<file path="src/design/ptfd_pkg.sv">
`default_nettype none

package ptfd_pkg;

    // Parameter defaults
    localparam int SAMPLE_BITS_DEF    = 10;
    localparam int RUN_COUNT_BITS_DEF = 16;

    // Fixed field widths
    localparam int THRESH_W   = 10;
    localparam int GAIN_W     = 8;
    localparam int DRIVE_W    = 9;
    localparam int ERR_W      = 4;
    localparam int CFG_ADDR_W = 8;
    localparam int CFG_DATA_W = 16;

    // Derivative numerator: gain (8 bit) times |error change| (at most 10, 4 bit)
    localparam int DMAG_W = 4;
    localparam int NUM_W  = GAIN_W + DMAG_W;
    localparam int CNT_W  = $clog2(NUM_W);
    // Signed working width for the drive sums
    localparam int CALC_W = 16;
    localparam int PE_W   = 12;

    localparam int DRIVE_LIMIT = 255;

    // Register indexes
    localparam logic [CFG_ADDR_W-1:0] REG_THRESHOLD = 8'd0;
    localparam logic [CFG_ADDR_W-1:0] REG_PROP_GAIN = 8'd1;
    localparam logic [CFG_ADDR_W-1:0] REG_DERIV_GAIN = 8'd2;
    localparam logic [CFG_ADDR_W-1:0] REG_BASE_SPEED = 8'd3;

    // Register reset values
    localparam logic [THRESH_W-1:0] THRESHOLD_RST  = 10'd100;
    localparam logic [GAIN_W-1:0]   PROP_GAIN_RST  = 8'd40;
    localparam logic [GAIN_W-1:0]   DERIV_GAIN_RST = 8'd70;
    localparam logic [GAIN_W-1:0]   BASE_SPEED_RST = 8'd100;

    // Line error codes
    localparam logic signed [ERR_W-1:0] ERR_CENTRE   = 4'sd0;
    localparam logic signed [ERR_W-1:0] ERR_LEFT     = -4'sd1;
    localparam logic signed [ERR_W-1:0] ERR_RIGHT    = 4'sd1;
    localparam logic signed [ERR_W-1:0] ERR_LOST_POS = 4'sd5;
    localparam logic signed [ERR_W-1:0] ERR_LOST_NEG = -4'sd5;

    // Microcode
    localparam int PC_W = 3;
    typedef logic [PC_W-1:0] upc_t;

    localparam upc_t PC_WAIT     = 3'd0;
    localparam upc_t PC_CLASSIFY = 3'd1;
    localparam upc_t PC_SETUP    = 3'd2;
    localparam upc_t PC_DIVIDE   = 3'd3;
    localparam upc_t PC_SLOT     = 3'd4;
    localparam upc_t PC_FINISH   = 3'd5;

    typedef enum logic [2:0] {
        JC_NEXT,
        JC_ALWAYS,
        JC_NO_INPUT,
        JC_DIV_MORE,
        JC_OUT_FULL
    } jump_cond_t;

    typedef struct packed {
        logic       accept;
        logic       classify;
        logic       setup;
        logic       div_step;
        logic       finish;
        jump_cond_t cond;
        upc_t       target;
    } ucode_t;

    typedef struct packed {
        logic in_valid;
        logic div_more;
        logic out_full;
    } seq_status_t;

    localparam ucode_t UC_NOP = '{accept: 1'b0, classify: 1'b0, setup: 1'b0,
                                  div_step: 1'b0, finish: 1'b0,
                                  cond: JC_ALWAYS, target: PC_WAIT};

    function automatic ucode_t ucode_rom(input upc_t pc);
        ucode_t uc;
        uc = UC_NOP;
        unique case (pc)
            PC_WAIT:
            begin
                uc.accept = 1'b1;
                uc.cond   = JC_NO_INPUT;
                uc.target = PC_WAIT;
            end
            PC_CLASSIFY:
            begin
                uc.classify = 1'b1;
                uc.cond     = JC_NEXT;
            end
            PC_SETUP:
            begin
                uc.setup = 1'b1;
                uc.cond  = JC_NEXT;
            end
            PC_DIVIDE:
            begin
                uc.div_step = 1'b1;
                uc.cond     = JC_DIV_MORE;
                uc.target   = PC_DIVIDE;
            end
            PC_SLOT:
            begin
                uc.cond   = JC_OUT_FULL;
                uc.target = PC_SLOT;
            end
            PC_FINISH:
            begin
                uc.finish = 1'b1;
                uc.cond   = JC_ALWAYS;
                uc.target = PC_WAIT;
            end
            default:
            begin
                uc = UC_NOP;
            end
        endcase
        return uc;
    endfunction

endpackage

`default_nettype wire

</file>
<file path="src/design/ptfd_if.sv">
`default_nettype none

interface ptfd_sense_if #(
    parameter int SAMPLE_BITS = ptfd_pkg::SAMPLE_BITS_DEF
);
    logic                   valid;
    logic                   ready;
    logic                   action;
    logic [SAMPLE_BITS-1:0] left_sample;
    logic [SAMPLE_BITS-1:0] right_sample;

    modport source (output valid, action, left_sample, right_sample, input ready);
    modport sink   (input valid, action, left_sample, right_sample, output ready);
endinterface

interface ptfd_drive_if;
    logic                                  valid;
    logic                                  ready;
    logic signed [ptfd_pkg::DRIVE_W-1:0]   first_motor_drive;
    logic signed [ptfd_pkg::DRIVE_W-1:0]   second_motor_drive;
    logic signed [ptfd_pkg::ERR_W-1:0]     line_error;

    modport source (output valid, first_motor_drive, second_motor_drive, line_error,
                    input ready);
    modport sink   (input valid, first_motor_drive, second_motor_drive, line_error,
                    output ready);
endinterface

interface ptfd_cfg_if;
    logic                               valid;
    logic                               ready;
    logic [ptfd_pkg::CFG_ADDR_W-1:0]    index;
    logic [ptfd_pkg::CFG_DATA_W-1:0]    data;

    modport source (output valid, index, data, input ready);
    modport sink   (input valid, index, data, output ready);
endinterface

`default_nettype wire

</file>
<file path="src/design/ptfd_seq.sv">
`default_nettype none

// Microcode sequencer: step counter, control store, conditional jump.
module ptfd_seq (
    input  wire logic                  clk,
    input  wire logic                  rst_n,
    input  wire ptfd_pkg::seq_status_t status,
    output ptfd_pkg::ucode_t           ctrl
);

    ptfd_pkg::upc_t pc_reg;
    ptfd_pkg::upc_t pc_next;
    logic           take;

    assign ctrl = ptfd_pkg::ucode_rom(pc_reg);

    always_comb
    begin
        unique case (ctrl.cond)
            ptfd_pkg::JC_NEXT:     take = 1'b0;
            ptfd_pkg::JC_ALWAYS:   take = 1'b1;
            ptfd_pkg::JC_NO_INPUT: take = !status.in_valid;
            ptfd_pkg::JC_DIV_MORE: take = status.div_more;
            ptfd_pkg::JC_OUT_FULL: take = status.out_full;
            default:               take = 1'b1;
        endcase
    end

    always_comb
    begin
        if (take)
        begin
            pc_next = ctrl.target;
        end
        else
        begin
            pc_next = pc_reg + ptfd_pkg::upc_t'(1);
        end
    end

    always_ff @(posedge clk or negedge rst_n)
    begin
        if (!rst_n)
        begin
            pc_reg <= ptfd_pkg::PC_WAIT;
        end
        else
        begin
            pc_reg <= pc_next;
        end
    end

endmodule

`default_nettype wire

</file>
<file path="src/design/pd_tape_follow_drive.sv">
// Sequence after an input transfer: classify, setup, 12 divider steps,
//   slot check, finish, then back to wait for the next item.
// No new item is accepted until the current one is finished; the 12-step
//   restoring divider forms the derivative term; a stalled result holds the sequencer.
// Reset (rst_n, async, active low): registers to their defaults, error
//   history and run counters cleared, output empty. Config writes always taken.
`default_nettype none

module pd_tape_follow_drive #(
    parameter int SAMPLE_BITS    = ptfd_pkg::SAMPLE_BITS_DEF,
    parameter int RUN_COUNT_BITS = ptfd_pkg::RUN_COUNT_BITS_DEF
) (
    input  wire logic   clk,
    input  wire logic   rst_n,
    ptfd_sense_if.sink  sense,
    ptfd_drive_if.source drive,
    ptfd_cfg_if.sink    cfg
);

    localparam int CMP_W = (SAMPLE_BITS > ptfd_pkg::THRESH_W) ?
                           SAMPLE_BITS : ptfd_pkg::THRESH_W;
    // Step count is prev + current run, formed one bit wider so it never wraps
    localparam int STEP_W = RUN_COUNT_BITS + 1;

    localparam int ERR_W  = ptfd_pkg::ERR_W;
    localparam int CALC_W = ptfd_pkg::CALC_W;
    localparam int NUM_W  = ptfd_pkg::NUM_W;

    // ------------------------------------------------------------------
    // Configuration registers
    // ------------------------------------------------------------------
    logic [ptfd_pkg::THRESH_W-1:0] thresh_reg;
    logic [ptfd_pkg::GAIN_W-1:0]   pgain_reg;
    logic [ptfd_pkg::GAIN_W-1:0]   dgain_reg;
    logic [ptfd_pkg::GAIN_W-1:0]   base_reg;

    assign cfg.ready = 1'b1;

    always_ff @(posedge clk or negedge rst_n)
    begin
        if (!rst_n)
        begin
            thresh_reg <= ptfd_pkg::THRESHOLD_RST;
            pgain_reg  <= ptfd_pkg::PROP_GAIN_RST;
            dgain_reg  <= ptfd_pkg::DERIV_GAIN_RST;
            base_reg   <= ptfd_pkg::BASE_SPEED_RST;
        end
        else if (cfg.valid)
        begin
            unique case (cfg.index)
                ptfd_pkg::REG_THRESHOLD:  thresh_reg <= cfg.data[ptfd_pkg::THRESH_W-1:0];
                ptfd_pkg::REG_PROP_GAIN:  pgain_reg  <= cfg.data[ptfd_pkg::GAIN_W-1:0];
                ptfd_pkg::REG_DERIV_GAIN: dgain_reg  <= cfg.data[ptfd_pkg::GAIN_W-1:0];
                ptfd_pkg::REG_BASE_SPEED: base_reg   <= cfg.data[ptfd_pkg::GAIN_W-1:0];
                default:                  ; // unknown index: dropped
            endcase
        end
    end

    // ------------------------------------------------------------------
    // Sequencer
    // ------------------------------------------------------------------
    ptfd_pkg::ucode_t      ctrl;
    ptfd_pkg::seq_status_t status;

    logic [ptfd_pkg::CNT_W-1:0] cnt_reg;
    logic                       out_valid_reg;

    assign status.in_valid = sense.valid;
    assign status.div_more = (cnt_reg != '0);
    assign status.out_full = out_valid_reg && !drive.ready;

    ptfd_seq u_seq (
        .clk    (clk),
        .rst_n  (rst_n),
        .status (status),
        .ctrl   (ctrl)
    );

    assign sense.ready = ctrl.accept;

    // ------------------------------------------------------------------
    // Input capture
    // ------------------------------------------------------------------
    logic                   act_reg;
    logic [SAMPLE_BITS-1:0] left_reg;
    logic [SAMPLE_BITS-1:0] right_reg;

    always_ff @(posedge clk)
    begin
        if (ctrl.accept && sense.valid)
        begin
            act_reg   <= sense.action;
            left_reg  <= sense.left_sample;
            right_reg <= sense.right_sample;
        end
    end

    // ------------------------------------------------------------------
    // Classify: line error and run bookkeeping
    // ------------------------------------------------------------------
    logic signed [ERR_W-1:0]    prior_err_reg;
    logic signed [ERR_W-1:0]    ebc_reg;       // error before last change
    logic [RUN_COUNT_BITS-1:0]  prev_run_reg;
    logic [RUN_COUNT_BITS-1:0]  cur_run_reg;
    logic signed [ERR_W-1:0]    err_reg;
    logic signed [ERR_W-1:0]    err_new;
    logic                       left_seen;
    logic                       right_seen;

    assign left_seen  = CMP_W'(left_reg)  > CMP_W'(thresh_reg);
    assign right_seen = CMP_W'(right_reg) > CMP_W'(thresh_reg);

    always_comb
    begin
        priority if (left_seen && right_seen)
        begin
            err_new = ptfd_pkg::ERR_CENTRE;
        end
        else if (left_seen)
        begin
            err_new = ptfd_pkg::ERR_LEFT;
        end
        else if (right_seen)
        begin
            err_new = ptfd_pkg::ERR_RIGHT;
        end
        else if (prior_err_reg > ptfd_pkg::ERR_CENTRE)
        begin
            err_new = ptfd_pkg::ERR_LOST_POS;   // off the tape, last seen right
        end
        else
        begin
            err_new = ptfd_pkg::ERR_LOST_NEG;
        end
    end

    // ------------------------------------------------------------------
    // Setup: step count, proportional product, derivative numerator
    // ------------------------------------------------------------------
    logic signed [ERR_W:0]            d_err;
    logic [ptfd_pkg::DMAG_W-1:0]      d_mag;
    logic signed [ptfd_pkg::GAIN_W+ERR_W:0] pe_full;

    logic [STEP_W-1:0]                steps_reg;
    logic signed [ptfd_pkg::PE_W-1:0] pe_reg;
    logic                             r_neg_reg;
    logic [NUM_W-1:0]                 num_reg;   // dividend, becomes quotient
    logic [STEP_W-1:0]                rem_reg;

    assign d_err   = {err_reg[ERR_W-1], err_reg} - {ebc_reg[ERR_W-1], ebc_reg};
    assign d_mag   = d_err[ERR_W] ? ptfd_pkg::DMAG_W'(-d_err) : ptfd_pkg::DMAG_W'(d_err);
    assign pe_full = $signed({1'b0, pgain_reg}) * err_reg;

    // Restoring divider step
    logic [STEP_W:0] rem_shift;
    logic [STEP_W:0] rem_diff;
    logic            q_bit;

    assign rem_shift = {rem_reg, num_reg[NUM_W-1]};
    assign rem_diff  = rem_shift - {1'b0, steps_reg};
    assign q_bit     = (rem_shift >= {1'b0, steps_reg});

    always_ff @(posedge clk or negedge rst_n)
    begin
        if (!rst_n)
        begin
            prior_err_reg <= ptfd_pkg::ERR_CENTRE;
            ebc_reg       <= ptfd_pkg::ERR_CENTRE;
            prev_run_reg  <= '0;
            cur_run_reg   <= '0;
            cnt_reg       <= '0;
        end
        else
        begin
            if (ctrl.classify)
            begin
                prior_err_reg <= err_new;
                if (err_new != prior_err_reg)
                begin
                    ebc_reg      <= prior_err_reg;
                    prev_run_reg <= cur_run_reg;
                    cur_run_reg  <= RUN_COUNT_BITS'(1);
                end
            end
            if (ctrl.setup)
            begin
                cur_run_reg <= cur_run_reg + RUN_COUNT_BITS'(1);   // wraps
                cnt_reg     <= ptfd_pkg::CNT_W'(NUM_W - 1);
            end
            else if (ctrl.div_step && (cnt_reg != '0))
            begin
                cnt_reg <= cnt_reg - ptfd_pkg::CNT_W'(1);
            end
        end
    end

    always_ff @(posedge clk)
    begin
        if (ctrl.classify)
        begin
            err_reg <= err_new;
        end
        if (ctrl.setup)
        begin
            steps_reg <= {1'b0, prev_run_reg} + {1'b0, cur_run_reg};
            pe_reg    <= pe_full[ptfd_pkg::PE_W-1:0];
            r_neg_reg <= d_err[ERR_W];
            num_reg   <= dgain_reg * d_mag;
            rem_reg   <= '0;
        end
        else if (ctrl.div_step)
        begin
            rem_reg <= q_bit ? rem_diff[STEP_W-1:0] : rem_shift[STEP_W-1:0];
            num_reg <= {num_reg[NUM_W-2:0], q_bit};
        end
    end

    // ------------------------------------------------------------------
    // Finish: drive = trunc(base +- pe +- r/steps), signs flipped in reverse
    // ------------------------------------------------------------------
    // floor(r/s) from |r| = q*s + rem: q when r >= 0, -(q + [rem != 0]) else.
    // A fractional part lifts a negative floor by one to truncate toward zero.
    function automatic logic signed [ptfd_pkg::DRIVE_W-1:0] settle(
        input logic signed [ptfd_pkg::CALC_W-1:0] v,
        input logic                               frac,
        input logic                               rev
    );
        logic signed [ptfd_pkg::CALC_W-1:0] t;
        logic signed [ptfd_pkg::CALC_W-1:0] lim;
        t   = (frac && (v < 0)) ? v + ptfd_pkg::CALC_W'(1) : v;
        t   = rev ? -t : t;
        lim = ptfd_pkg::CALC_W'(ptfd_pkg::DRIVE_LIMIT);
        if (t > lim)
        begin
            t = lim;
        end
        else if (t < -lim)
        begin
            t = -lim;
        end
        return t[ptfd_pkg::DRIVE_W-1:0];
    endfunction

    logic                      zero_steps;
    logic                      frac;
    logic signed [CALC_W-1:0]  q_w;
    logic signed [CALC_W-1:0]  q_up;
    logic signed [CALC_W-1:0]  base_w;
    logic signed [CALC_W-1:0]  pe_w;
    logic signed [CALC_W-1:0]  fl_first;
    logic signed [CALC_W-1:0]  fl_second;
    logic signed [CALC_W-1:0]  v_first;
    logic signed [CALC_W-1:0]  v_second;

    // No steps yet: derivative term dropped
    assign zero_steps = (steps_reg == '0);
    assign frac       = !zero_steps && (rem_reg != '0);
    assign q_w        = zero_steps ? '0 : $signed(CALC_W'(num_reg));
    assign q_up       = q_w + $signed(CALC_W'(frac));
    assign base_w     = $signed(CALC_W'(base_reg));
    assign pe_w       = CALC_W'(pe_reg);
    assign fl_first   = r_neg_reg ? -q_up : q_w;    // floor(+r/s)
    assign fl_second  = r_neg_reg ? q_w : -q_up;    // floor(-r/s)
    assign v_first    = base_w + pe_w + fl_first;
    assign v_second   = base_w - pe_w + fl_second;

    // ------------------------------------------------------------------
    // Output register
    // ------------------------------------------------------------------
    logic signed [ptfd_pkg::DRIVE_W-1:0] drv1_reg;
    logic signed [ptfd_pkg::DRIVE_W-1:0] drv2_reg;
    logic signed [ERR_W-1:0]             out_err_reg;

    always_ff @(posedge clk or negedge rst_n)
    begin
        if (!rst_n)
        begin
            out_valid_reg <= 1'b0;
        end
        else if (ctrl.finish)
        begin
            out_valid_reg <= 1'b1;
        end
        else if (drive.ready)
        begin
            out_valid_reg <= 1'b0;
        end
    end

    always_ff @(posedge clk)
    begin
        if (ctrl.finish)
        begin
            drv1_reg    <= settle(v_first, frac, act_reg);
            drv2_reg    <= settle(v_second, frac, act_reg);
            out_err_reg <= err_reg;
        end
    end

    assign drive.valid              = out_valid_reg;
    assign drive.first_motor_drive  = drv1_reg;
    assign drive.second_motor_drive = drv2_reg;
    assign drive.line_error         = out_err_reg;

    // ------------------------------------------------------------------
    // Assertions
    // ------------------------------------------------------------------
    // Accepted item goes straight to classification
    a_accept_to_classify: assert property (@(posedge clk) disable iff (!rst_n)
        (sense.valid && sense.ready) |=> ctrl.classify)
        else $error("input transfer not followed by classify step");

    // Finish never overwrites a result still waiting
    a_finish_slot_free: assert property (@(posedge clk) disable iff (!rst_n)
        ctrl.finish |-> !out_valid_reg)
        else $error("result overwritten before transfer");

    // Offered error is one of the five legal codes
    a_error_legal: assert property (@(posedge clk) disable iff (!rst_n)
        out_valid_reg |-> (out_err_reg == ptfd_pkg::ERR_CENTRE
                        || out_err_reg == ptfd_pkg::ERR_LEFT
                        || out_err_reg == ptfd_pkg::ERR_RIGHT
                        || out_err_reg == ptfd_pkg::ERR_LOST_POS
                        || out_err_reg == ptfd_pkg::ERR_LOST_NEG))
        else $error("illegal line error");

    // Saturation keeps drives off the one code beyond -255
    a_drive_sat: assert property (@(posedge clk) disable iff (!rst_n)
        out_valid_reg |-> (drv1_reg != {1'b1, {(ptfd_pkg::DRIVE_W-1){1'b0}}}
                        && drv2_reg != {1'b1, {(ptfd_pkg::DRIVE_W-1){1'b0}}}))
        else $error("drive outside saturation range");

endmodule

`default_nettype wire

</file>
<file path="src/flat_wrapper.sv">
// flat-port wrapper written by rule: the top's interface ports become plain ports
module pd_tape_follow_drive_flat 
#(
    parameter int SAMPLE_BITS    = ptfd_pkg::SAMPLE_BITS_DEF,
    parameter int RUN_COUNT_BITS = ptfd_pkg::RUN_COUNT_BITS_DEF
)
  (clk, rst_n, sense_valid, sense_action, sense_left_sample, sense_right_sample, sense_ready, drive_valid, drive_first_motor_drive, drive_second_motor_drive, drive_line_error, drive_ready, cfg_valid, cfg_index, cfg_data, cfg_ready);
  ptfd_sense_if #(.SAMPLE_BITS(SAMPLE_BITS)) sense_i ();
  ptfd_drive_if drive_i ();
  ptfd_cfg_if cfg_i ();
  input  wire logic clk;
  input  wire logic rst_n;
  input wire logic [$bits(sense_i.valid)-1:0] sense_valid;
  input wire logic [$bits(sense_i.action)-1:0] sense_action;
  input wire logic [$bits(sense_i.left_sample)-1:0] sense_left_sample;
  input wire logic [$bits(sense_i.right_sample)-1:0] sense_right_sample;
  output wire logic [$bits(sense_i.ready)-1:0] sense_ready;
  output wire logic [$bits(drive_i.valid)-1:0] drive_valid;
  output wire logic [$bits(drive_i.first_motor_drive)-1:0] drive_first_motor_drive;
  output wire logic [$bits(drive_i.second_motor_drive)-1:0] drive_second_motor_drive;
  output wire logic [$bits(drive_i.line_error)-1:0] drive_line_error;
  input wire logic [$bits(drive_i.ready)-1:0] drive_ready;
  input wire logic [$bits(cfg_i.valid)-1:0] cfg_valid;
  input wire logic [$bits(cfg_i.index)-1:0] cfg_index;
  input wire logic [$bits(cfg_i.data)-1:0] cfg_data;
  output wire logic [$bits(cfg_i.ready)-1:0] cfg_ready;
  assign sense_i.valid = sense_valid;
  assign sense_i.action = sense_action;
  assign sense_i.left_sample = sense_left_sample;
  assign sense_i.right_sample = sense_right_sample;
  assign sense_ready = sense_i.ready;
  assign drive_valid = drive_i.valid;
  assign drive_first_motor_drive = drive_i.first_motor_drive;
  assign drive_second_motor_drive = drive_i.second_motor_drive;
  assign drive_line_error = drive_i.line_error;
  assign drive_i.ready = drive_ready;
  assign cfg_i.valid = cfg_valid;
  assign cfg_i.index = cfg_index;
  assign cfg_i.data = cfg_data;
  assign cfg_ready = cfg_i.ready;
  pd_tape_follow_drive #(.SAMPLE_BITS(SAMPLE_BITS), .RUN_COUNT_BITS(RUN_COUNT_BITS)) u_core (.clk(clk), .rst_n(rst_n), .sense(sense_i), .drive(drive_i), .cfg(cfg_i));
endmodule
</file>
<file path="config.mk">
export PLATFORM = sky130hd
export DESIGN_NAME = pd_tape_follow_drive_flat
export DESIGN_NICKNAME = d
export VERILOG_FILES = /design/src/design/ptfd_pkg.sv /design/src/design/ptfd_if.sv /design/src/design/ptfd_seq.sv /design/src/design/pd_tape_follow_drive.sv /design/src/flat_wrapper.sv
export SDC_FILE = /design/constraint.sdc
export NUM_CORES = 1
export LEC_CHECK = 0
export BUFFER_PORTS_ARGS = -buffer_cell sky130_fd_sc_hd__buf_4
export CAP_MARGIN = 15
export CORE_ASPECT_RATIO = 1.2
export CORE_UTILIZATION = 45
export DETAILED_ROUTE_END_ITERATION = 7
export REMOVE_ABC_BUFFERS = 1
export SKIP_LAST_GASP = 1
export SLEW_MARGIN = 20
export SYNTH_ARGS = -nofsm -noshare
export SYNTH_HDL_FRONTEND = slang
export SYNTH_SLANG_ARGS = --single-unit
</file>
<file path="constraint.sdc">
create_clock -name clk -period 15.4 [get_ports clk]
set_input_delay 3.08 -clock clk [delete_from_list [all_inputs] [get_ports clk]]
set_output_delay 3.08 -clock clk [all_outputs]
set_load 0.02 [all_outputs]
</file>
---- Yosys cells after proc, flatten, opt, wreduce, memory -nomap -nowiden ----
Cells that the tools add are included.
storage, ports and cells
  register bits after elaboration ......... 188
  bits in latches ......................... 0
  memory bits (writable) .................. 0
  memory bits (read-only) ................. 0
  output and inout port bits .............. 25
  word-level logic and storage cells ...... 129
  memories ................................ 0
operators by class
  add/sub/neg operators ................... 17
  multiply operators ...................... 2
  div/mod/pow operators ................... 0
  magnitude comparators ................... 10
  equal/unequal tests ..................... 12
  shift-type cells ........................ 0
  multiplexer cells ....................... 33
  bitwise operators ....................... 0
  reductions and logical operators ........ 30
operators with widths
  operator               number
  $mux 16                9
  $neg 16->16            3
  $mux 12                3
  $add 13x16->16         2
  $add 16x2->16 const B  2
  $gt 16x9->1 const B    2
  $lt 16x1->1 const B    2
  $lt 16x9->1 const B    2
  $mux 4                 7
  $gt 10x10->1           2
  $ge 18x17->1           1
  $mux 9                 2
  $add 16x16->17         1
  $logic_not 17->1       1
  $mux 17                1
  $reduce_bool 17->1     1
  $sub 17x17->17         1
  $add 16x1->16 const B  1
  $add 16x2->16          1
  $eq 8x2->1 const B     2
  $add 9x12->13          1
  $sub 9x12->13          1
  $eq 3x2->1 const B     4
  $mul 8x4->12           1
  other kinds (23)       51

---- Longest topological paths before layout ----
Gate-level depths: netlist of the first run.
  depth after elaboration ................. 14
  depth in mapped cells ................... 40

---- By module ----
A second synthesis of the first run with hierarchy kept.
unflattened totals
  cell total of the unflattened synthesis .. 1797
  area total of the unflattened synthesis .. 16843.7 um^2
modules (own cells, without submodules)
  module                times used  cells each  area each (um^2)  seq. area each (um^2)
  pd_tape_follow_drive  1           1758        16492.1           4893.4
  ptfd_seq              1           39          351.6             75.1

---- Least setup slack after synthesis of the first run ----
No wires, ideal clock.
  kind .................................... register to register
  start ................................... register u_core.steps_reg[1]
  end ..................................... register u_core.drv2_reg, in the netlist u_core.drive.second_motor_drive[1], data pin
  library setup time ...................... 0.267 ns
  data arrival time ....................... 7.939 ns
  required time ........................... 15.133 ns
  path slack .............................. 7.194 ns
  cell stages (with the launch flop) ...... 37
  buffers on the path ..................... 2
  period minus slack after synthesis ...... 8.206 ns
  path through ............................ edfxtp_1 -> nor4_2 -> and4_1 -> nand2_1 -> clkbuf_1 -> nand2_1 -> ha_1 -> ha_1 -> inv_1 -> ha_1 -> nor3b_1 -> nor2_1 -> o311ai_1 -> nor2_1 -> o21ai_0 -> xnor2_1 -> o21ai_0 -> ha_1 -> ha_1 -> a21oi_1 -> nand2_1 -> a31oi_1 -> o21ai_0 -> o21ai_1 -> a211oi_2 -> buf_4 -> nor2_1 -> xor2_1 -> ha_1 -> nand3_1 -> a211oi_2 -> nand2_1 -> or3_1 -> mux2_1 -> o2111a_1 -> a21oi_2 -> a21oi_1
on the way
  longest elaborated chain between the ends .. 14
  elaborated cells on any way between the ends .. 17
  those cells by class .................... 5 x add/sub; 3 x order compare; 5 x mux; 4 x reduce/logical
ends and longest elaborated chain
  element                   line                         text
  start: declaration        pd_tape_follow_drive.sv:145  logic [STEP_W-1:0] steps_reg;
  start signal: assignment  pd_tape_follow_drive.sv:206  steps_reg <= {1'b0, prev_run_reg} + {1'b0, cur_run_reg};
  $logic_not 17->1 *        pd_tape_follow_drive.sv:257  assign zero_steps = (steps_reg == '0);
  $logic_not 1->1           pd_tape_follow_drive.sv:258  assign frac = !zero_steps && (rem_reg != '0);
  $logic_and 1x1->1         pd_tape_follow_drive.sv:258
  $add 16x2->16             pd_tape_follow_drive.sv:260  assign q_up = q_w + $signed(CALC_W'(frac));
  $neg 16->16               pd_tape_follow_drive.sv:264  assign fl_second = r_neg_reg ? q_w : -q_up;
  $mux 16                   pd_tape_follow_drive.sv:264
  $add 13x16->16            pd_tape_follow_drive.sv:266  assign v_second = base_w - pe_w + fl_second;
  $lt 16x1->1               pd_tape_follow_drive.sv:231  t = (frac && (v < 0)) ? v + ptfd_pkg::CALC_W'(1) : v;
  $logic_and 1x1->1         pd_tape_follow_drive.sv:231
  $mux 16 *                 pd_tape_follow_drive.sv:231
  $neg 16->16               pd_tape_follow_drive.sv:232  t = rev ? -t : t;
  $mux 16 *                 pd_tape_follow_drive.sv:232
  $lt 16x9->1               pd_tape_follow_drive.sv:238  else if (t < -lim)
  $mux 9                    pd_tape_follow_drive.sv:238
  end signal: assignment    pd_tape_follow_drive.sv:296  drv2_reg <= settle(v_second, frac, act_reg);
  end: declaration          pd_tape_follow_drive.sv:272  logic signed [ptfd_pkg::DRIVE_W-1:0] drv2_reg;
Every way passes the cells marked *; elsewhere a longest branch is shown, timed or not.
A chain may end at the register's enable or synchronous reset.

---- Worst setup path after layout of the first run ----
  start ................................... register u_core.steps_reg[1]
  end ..................................... register u_core.drv2_reg, in the netlist u_core.drive.second_motor_drive[4], data pin
The elaborated chain is that of the path after synthesis.

==> run summary, run 1 <==
outcome -> finished, final reports clean
Worst Path Max Fanout -> 17
Crit path depth -> 36
# setup viols final -> 0
Data required, critical path -> 15.61 ns
CP Launch Type -> flop
Slew HR -> 0.346
CP startpoint -> u_core.steps_reg[1]
clk_lat worst skew -> 0.46 ns
reg2reg start -> u_core.steps_reg[1]
Syn Std Cell Area -> 16500 µm²
PostCTS Resize Cnt -> 0
area occupied by multi-input gates -> 10700 µm²
CP endpoint kind -> flop
Worst Skew -> 0.00994 ns
Final Slew Violations -> 0
register area share after synthesis -> 0.301
CTS sink cnt -> 184
delay-heaviest family, CP -> compound AO/OA/AOI/OAI gates
share of layout cells above drive strength 1 -> 0.110
Reg2Reg Depth -> 36
WL final -> 37800 µm
Clk pin slew, worst setup/hold paths -> 0.08 ns
crit-path max cell delay -> 0.73 ns
vias -> 13300
initial antenna violation count -> 0
Post-synth top flop -> edfxtp_1
cells after synthesis -> 1844
wire length per cell -> 15.9 µm
Fmax achieved -> 0.0958 GHz
hold crit path type -> reg -> reg
Slowest-stage cell, CP -> o21ai_1
fin crit period -> 10.44 ns
Die Span Y -> 212 µm
Ys Warns -> 0
detailed router's first-iteration violation count -> 651
count leader, synth -> nand2_1
async set-reset flop share out of synthesis -> 0.435
DR DRC count -> 0
setup_tns -> 0 ns
hpwl dp -> 29600 µm
die area -> 37500 µm²
Max clock buf depth -> 2
# diodes -> 0
routability cong. -> 0.873
Seq cells post-synth -> 184
largest net degree at the start of global routing -> 81
Area growth, synth to finish -> 9.50%
Worst-Margin Slew -> 0.977 ns
Clock Tree Root -> clkbuf_16
vias per cell -> 5.60
critical path class -> reg -> reg
vias in the first global route -> 13000
Initial Util -> 0.458
total global-route track usage -> 0.210
RR Endpoint -> u_core.drive.second_motor_drive[4]
global-route wire length before repair -> 62800 µm
Synth cell types -> 99
CTS buffer count -> 17
Setup Buffers After CTS -> 0
Synth top cells by count -> nand2_1 (170), inv_1 (169), ha_1 (164), o21ai_0 (139), a21oi_1 (119)
grt ovf -> 0
Most Frequent Cell on Critical Path -> ha_1
RSZ-0062 raised after global routing -> no
FP Rows -> 76
H-tree depth -> 4
Fillers -> 3421
hold buffers post-CTS -> 0
register area -> 4970 µm²
CTS tree -> yes
syn avg cell area -> 8.96 µm²
Die X -> 177 µm
Placeable Area -> 36000 µm²
top cells by area in the synthesized netlist -> edfxtp_1 (16%), ha_1 (12%), dfrtp_1 (10%)
Bufs and invs on worst path -> 3
post-route ant nets -> 0
Yosys top cell by area -> edfxtp_1
Final Cycle Share -> 0.678
nets@finish -> 2150
IO Port Bufs -> 67
IO Count -> 75
Setup crit end -> u_core.drive.second_motor_drive[4]
Yosys top cell area share -> 0.158
DRT Pass-1 Iters -> 5
Post-synth EDFFs -> 87
Final Hold Vio Count -> 0
Worst EP arrival -> 10.65 ns
internal reg-to-reg setup slack -> 4.96 ns
Max Cap Viol -> 0
-- how the worst min path moves through the flow --
stage / start / end / slack (ns) / cells past startpoint
2_1_floorplan: u_core.rem_reg[1] / u_core.rem_reg[1] / 0.47 / 2
3_3_place_gp: u_core.rem_reg[1] / u_core.rem_reg[1] / 0.49 / 2
3_5_place_dp: u_core.rem_reg[1] / u_core.rem_reg[1] / 0.50 / 2
4_1_cts: u_core.rem_reg[1] / u_core.rem_reg[1] / 0.51 / 2
5_1_grt: u_core.prev_run_reg[8] / u_core.prev_run_reg[8] / 0.54 / 1
6_report: u_core.cur_run_reg[15] / u_core.cur_run_reg[15] / 0.52 / 1
-- layout make-up --
cell class              count  area share
clock inverters            15     0.00968
inverters                 171      0.0355
clock buffers              17      0.0235
multi-input cells        1441       0.593
flip-flops and latches    184       0.275
repair buffers             76      0.0317
well taps                 468      0.0324
-- cells in the final DEF (no fill, tap or decap), types with 47 or more instances in the layout --
cell type,Yosys,routed
nand2_1,170,170
inv_1,169,168
ha_1,164,164
o21ai_0,139,139
a21oi_1,119,119
nor2_1,115,115
edfxtp_1,87,87
xnor2_1,84,84
buf_4,3,75
dfrtp_1,69,69
mux2_2,47,47
-- metrics by stage --
step | utilization | setup slack (ns) | instance area (µm²) | cells | hold slack (ns)
2_1_floorplan | - | 7.08 | 16300 | 1796 | 0.468
4_1_cts | 0.502 | 4.94 | 18100 | 2372 | 0.514
3_3_place_gp | 0.485 | 5.09 | 17500 | 2340 | 0.491
5_1_grt | 0.502 | 4.11 | 18100 | 2372 | 0.541
3_5_place_dp | 0.485 | 5.03 | 17500 | 2340 | 0.502
6_report | 0.502 | 4.96 | 18100 | 2372 | 0.515
-- worst register-to-register path, delay by kind of cell, from the launching register on --
kind | cells | cell delay, ns
flops | 1 | 0.46
mux | 1 | 0.35
simple gates | 12 | 3.02
fa+ha+maj | 6 | 1.61
compound gates | 12 | 3.67
xor+xnor | 2 | 0.60
buf+inv | 3 | 0.51
-- per-layer routing --
layer	wire length, µm	up-vias	track usage
met3	725	47	0.0350
met4	927	0	0.0669
li1	-	6727	-
met5	0	-	0
met1	16600	6329	0.247
met2	19500	174	0.385
-- logic make-up (layout without fill, tap and decap cells) --
group	Yosys count	count (layout)	synth area share
AO/OA/AOI/OAI	489	489	0.191
XOR/XNOR	125	125	0.0676
adder cells (fa/ha/maj)	209	209	0.179
buffers and inverters	219	279	0.0511
flip-flops	184	184	0.301
multiplexers	68	68	0.0456
other	1	1	0.000227
AND/OR/NAND/NOR	549	549	0.165
Power of run 1 is left out: the tool's default activity adds up to more than one toggle a clock period on the data nets, which glitch-free logic cannot reach.
==> run 2: changes to the inputs <==
clock period = 9.12 ns   (was 15.4 ns; I/O delays follow)
==> run summary, run 2 (synthesis results as in run 1) <==
Max Cap Viol -> 0
hold buffers post-CTS -> 0
vias in the first global route -> 12700
internal reg-to-reg setup slack -> 0.66 ns
Worst EP arrival -> 8.66 ns
IO Count -> 75
critical path class -> reg -> reg
wire length per cell -> 15.9 µm
detailed router's first-iteration violation count -> 738
Final Cycle Share -> 0.928
Initial Util -> 0.458
initial antenna violation count -> 0
CTS tree -> yes
Final Hold Vio Count -> 0
Worst Path Max Fanout -> 7
CTS sink cnt -> 184
vias -> 13300
Final Slew Violations -> 0
Die Span Y -> 212 µm
clk_lat worst skew -> 0.47 ns
GRT met3 Usage -> 0.0257
share of layout cells above drive strength 1 -> 0.121
grt ovf -> 0
Worst Hold Launch -> u_core.prev_run_reg[12]
commonest non-fill, non-tap cell in the layout -> nand2_1
largest net degree at the start of global routing -> 81
Clk pin slew, worst setup/hold paths -> 0.08 ns
global-route wire length before repair -> 62100 µm
met2 GRT Util -> 0.382
post-route ant nets -> 0
Worst-Margin Slew -> 1.01 ns
crit-path max cell delay -> 0.45 ns
CP endpoint kind -> flop
setup_tns -> 0 ns
CP startpoint -> u_core.steps_reg[1]
Slew HR -> 0.324
Data required, critical path -> 9.32 ns
# setup viols final -> 0
Post-Place Cells -> 2358
Fmax achieved -> 0.118 GHz
Max clock buf depth -> 2
Clock Tree Root -> clkbuf_16
outcome -> finished, final reports clean
Fillers -> 3353
CTS buffer count -> 17
nets@finish -> 2168
DRT Pass-1 Iters -> 6
WL final -> 38000 µm
hpwl dp -> 29600 µm
RSZ-0062 raised after global routing -> no
Worst Skew -> 0.0129 ns
IO Port Bufs -> 67
Die X -> 177 µm
die area -> 37500 µm²
vias per cell -> 5.58
gr busiest metal -> met2
Most Frequent Cell on Critical Path -> ha_1
DR DRC count -> 0
FP Rows -> 76
total global-route track usage -> 0.207
Area growth, synth to finish -> 10.5%
H-tree depth -> 4
grt met1 use -> 0.244
Placeable Area -> 36000 µm²
routability cong. -> 0.922
# diodes -> 0
Post-Layout Cell Count -> 2390
Slowest-stage cell, CP -> edfxtp_1
CP Launch Type -> flop
reg2reg start -> u_core.steps_reg[1]
most frequent cells in the layout -> nand2_1 (170), inv_1 (168), ha_1 (164)
fin crit period -> 8.46 ns
Setup Buffers After CTS -> 0
hold crit path type -> reg -> reg
-- run 2: changes by cell type in the layout (fill, tap and decap cells not counted), sizes merged --
cell      before  now
inv          178  180
bufinv         0    2
clkinv         7    4
buf           76   94
clkinvlp       1    0
-- run 2: what timing repair did --
action / CTS / global route
resized for setup: 0 / 6
endpoints found under the hold margin: 0 / 0
setup endpoints to repair: 0 / 16
-- run 2: layer usage --
metal,share of wire,vias to the layer above,wire length (µm)
met5,0,-,0
met4,0.022,0,842
met3,0.023,42,868
met2,0.52,204,19700
met1,0.44,6323,16500
li1,-,6756,-
-- run 2: critical path: cells and delay by family, from the launching register on --
kind | cells | cell delay, ns
AOI/OAI and AO/OA | 12 | 3.04
and+or+nand+nor | 12 | 2.05
DFF | 1 | 0.45
adders and majority gates | 6 | 1.43
xor gates and xnor gates | 2 | 0.32
muxes | 1 | 0.31
buffers and inverters | 5 | 0.56
-- run 2: cell type report --
class | count | area (µm²) | share of cell area
clock buffer | 17 | 425 | 0.0233
clock inverter | 15 | 175 | 0.00960
inverter | 171 | 642 | 0.0352
multi-input combinational | 1441 | 10700 | 0.589
sequential | 184 | 4970 | 0.272
tap | 468 | 586 | 0.0321
timing repair buffer | 94 | 709 | 0.0389
-- run 2: metrics by stage --
stage / setup slack, ns / instance area (µm²) / hold WS [ns] / utilization
finish: 0.657 / 18300 / 0.512 / 0.506
floorplan: 0.803 / 16300 / 0.468 / -
detailed placement: 0.215 / 17600 / 0.496 / 0.489
global route: 0.0209 / 18300 / 0.521 / 0.506
global placement: 0.382 / 17600 / 0.490 / 0.489
CTS: 0.187 / 18200 / 0.510 / 0.506
-- run 2: path summary, 6_finish.rpt --
path,endpoint,depth (start not counted)
max in group asynchronous,u_core.u_seq.pc_reg[1],1
max,u_core.drive.first_motor_drive[1],38
max reg2reg,u_core.drive.first_motor_drive[1],38
min in group asynchronous,u_core.thresh_reg[8],1
min,u_core.prev_run_reg[12],1
min reg2reg,u_core.prev_run_reg[12],1
Power of run 2 is left out for the same reason.
==> run 3: changes to the inputs <==
PLACE_DENSITY = 0.71   (was unset)
==> run summary, run 3 (synthesis results as in run 1) <==
die area -> 37500 µm²
Clock Tree Root -> clkbuf_16
wire length per cell -> 15.3 µm
CTS tree -> yes
DR DRC count -> 0
Worst Skew -> 0.0148 ns
vias per cell -> 5.63
WL final -> 36600 µm
largest net degree at the start of global routing -> 66
Area growth, synth to finish -> 10.7%
critical path class -> reg -> reg
IO Count -> 75
Final Slew Violations -> 0
Die X -> 177 µm
Placed Area -> 17600 µm²
post-route ant nets -> 0
hold crit path type -> reg -> reg
share of layout cells above drive strength 1 -> 0.122
Clk pin slew, worst setup/hold paths -> 0.08 ns
final instance area -> 18300 µm²
CP Launch Type -> flop
IO Port Bufs -> 67
vias in the first global route -> 13000
H-tree depth -> 4
Final Cycle Share -> 0.931
initial antenna violation count -> 0
grt ovf -> 0
delay-heaviest family, CP -> compound AO/OA/AOI/OAI gates
Bufs and invs on worst path -> 3
Max clock buf depth -> 2
DRT Pass-1 Iters -> 5
Data required, critical path -> 9.32 ns
fin crit period -> 8.50 ns
# setup viols final -> 0
Max Cap Viol -> 0
Initial Util -> 0.458
Worst EP arrival -> 8.69 ns
crit-path max cell delay -> 0.44 ns
hpwl dp -> 28600 µm
detailed router's first-iteration violation count -> 810
Worst-Margin Slew -> 1.09 ns
FP Rows -> 76
CTS sink cnt -> 184
Placeable Area -> 36000 µm²
# diodes -> 0
vias -> 13500
Slew HR -> 0.271
clk_lat worst skew -> 0.45 ns
hold buffers post-CTS -> 0
Worst Path Max Fanout -> 9
routability cong. -> 0.916
CP endpoint kind -> flop
Slowest-stage cell, CP -> edfxtp_1
total global-route track usage -> 0.198
CTS buffer count -> 17
nets@finish -> 2166
RSZ-0062 raised after global routing -> no
Final Hold Vio Count -> 0
commonest non-fill, non-tap cell in the layout -> nand2_1
Fmax achieved -> 0.118 GHz
global-route wire length before repair -> 60400 µm
most frequent cells in the layout -> nand2_1 (170), inv_1 (168), ha_1 (164)
Die Span Y -> 212 µm
outcome -> finished, final reports clean
setup_tns -> 0 ns
Most Frequent Cell on Critical Path -> ha_1
## run 3: worst min-delay path: cells and delay by family (launching register included)
family           cells  cell delay (ns)
flip-flops           1             0.34
AND/OR/NAND/NOR      1             0.07
AO/OA/AOI/OAI        1             0.05
## run 3: layout make-up
cell class / count / area, µm²
Fill cell: 3321 / 17800
Multi-Input combinational cell: 1441 / 10800
Sequential cell: 184 / 4970
Timing Repair Buffer: 92 / 698
Inverter: 171 / 642
Tap cell: 468 / 586
Clock buffer: 17 / 425
Clock inverter: 15 / 195
## run 3: per-layer routing
metal / vias to the layer above / wire [µm] / GRT usage / share of wire
met1: 6361 / 15800 / 0.232 / 0.43
met3: 76 / 963 / 0.0194 / 0.026
met4: 0 / 1160 / 0.0779 / 0.032
li1: 6724 / - / - / -
met2: 289 / 18600 / 0.366 / 0.51
met5: - / 0 / 0 / 0
## run 3: what timing repair did
item / CTS / global route
gates resized for setup: 1 / 10
setup buffers: 0 / 2
endpoints found under the setup margin: 1 / 18
pin swaps: 0 / 1
## run 3: through the flow
| stage | std cells | util | hold WS (ns) | worst slack, ns |
|---|---|---|---|---|
| finish | 2388 | 0.507 | 0.501 | 0.625 |
| CTS | 2385 | 0.505 | 0.505 | 0.0248 |
| global route | 2388 | 0.507 | 0.528 | 0.0118 |
| global placement | 2353 | 0.488 | 0.489 | 0.265 |
| floorplan | 1796 | - | 0.468 | 0.803 |
| detailed placement | 2353 | 0.488 | 0.491 | 0.0366 |
## run 3: worst paths after layout
kind	startpoint	to	slack, ns	cells past startpoint
worst max-delay path	u_core.steps_reg[1]	u_core.drive.first_motor_drive[0]	0.62	37
worst min-delay path	u_core.rem_reg[1]	u_core.rem_reg[1]	0.50	2
worst max register to register	u_core.steps_reg[1]	u_core.drive.first_motor_drive[0]	0.62	37
worst min register to register	u_core.rem_reg[1]	u_core.rem_reg[1]	0.50	2
max in group asynchronous	rst_n	u_core.prev_run_reg[5]	6.85	2
min in group asynchronous	rst_n	u_core.thresh_reg[0]	1.22	1
Power of run 3 is left out for the same reason.
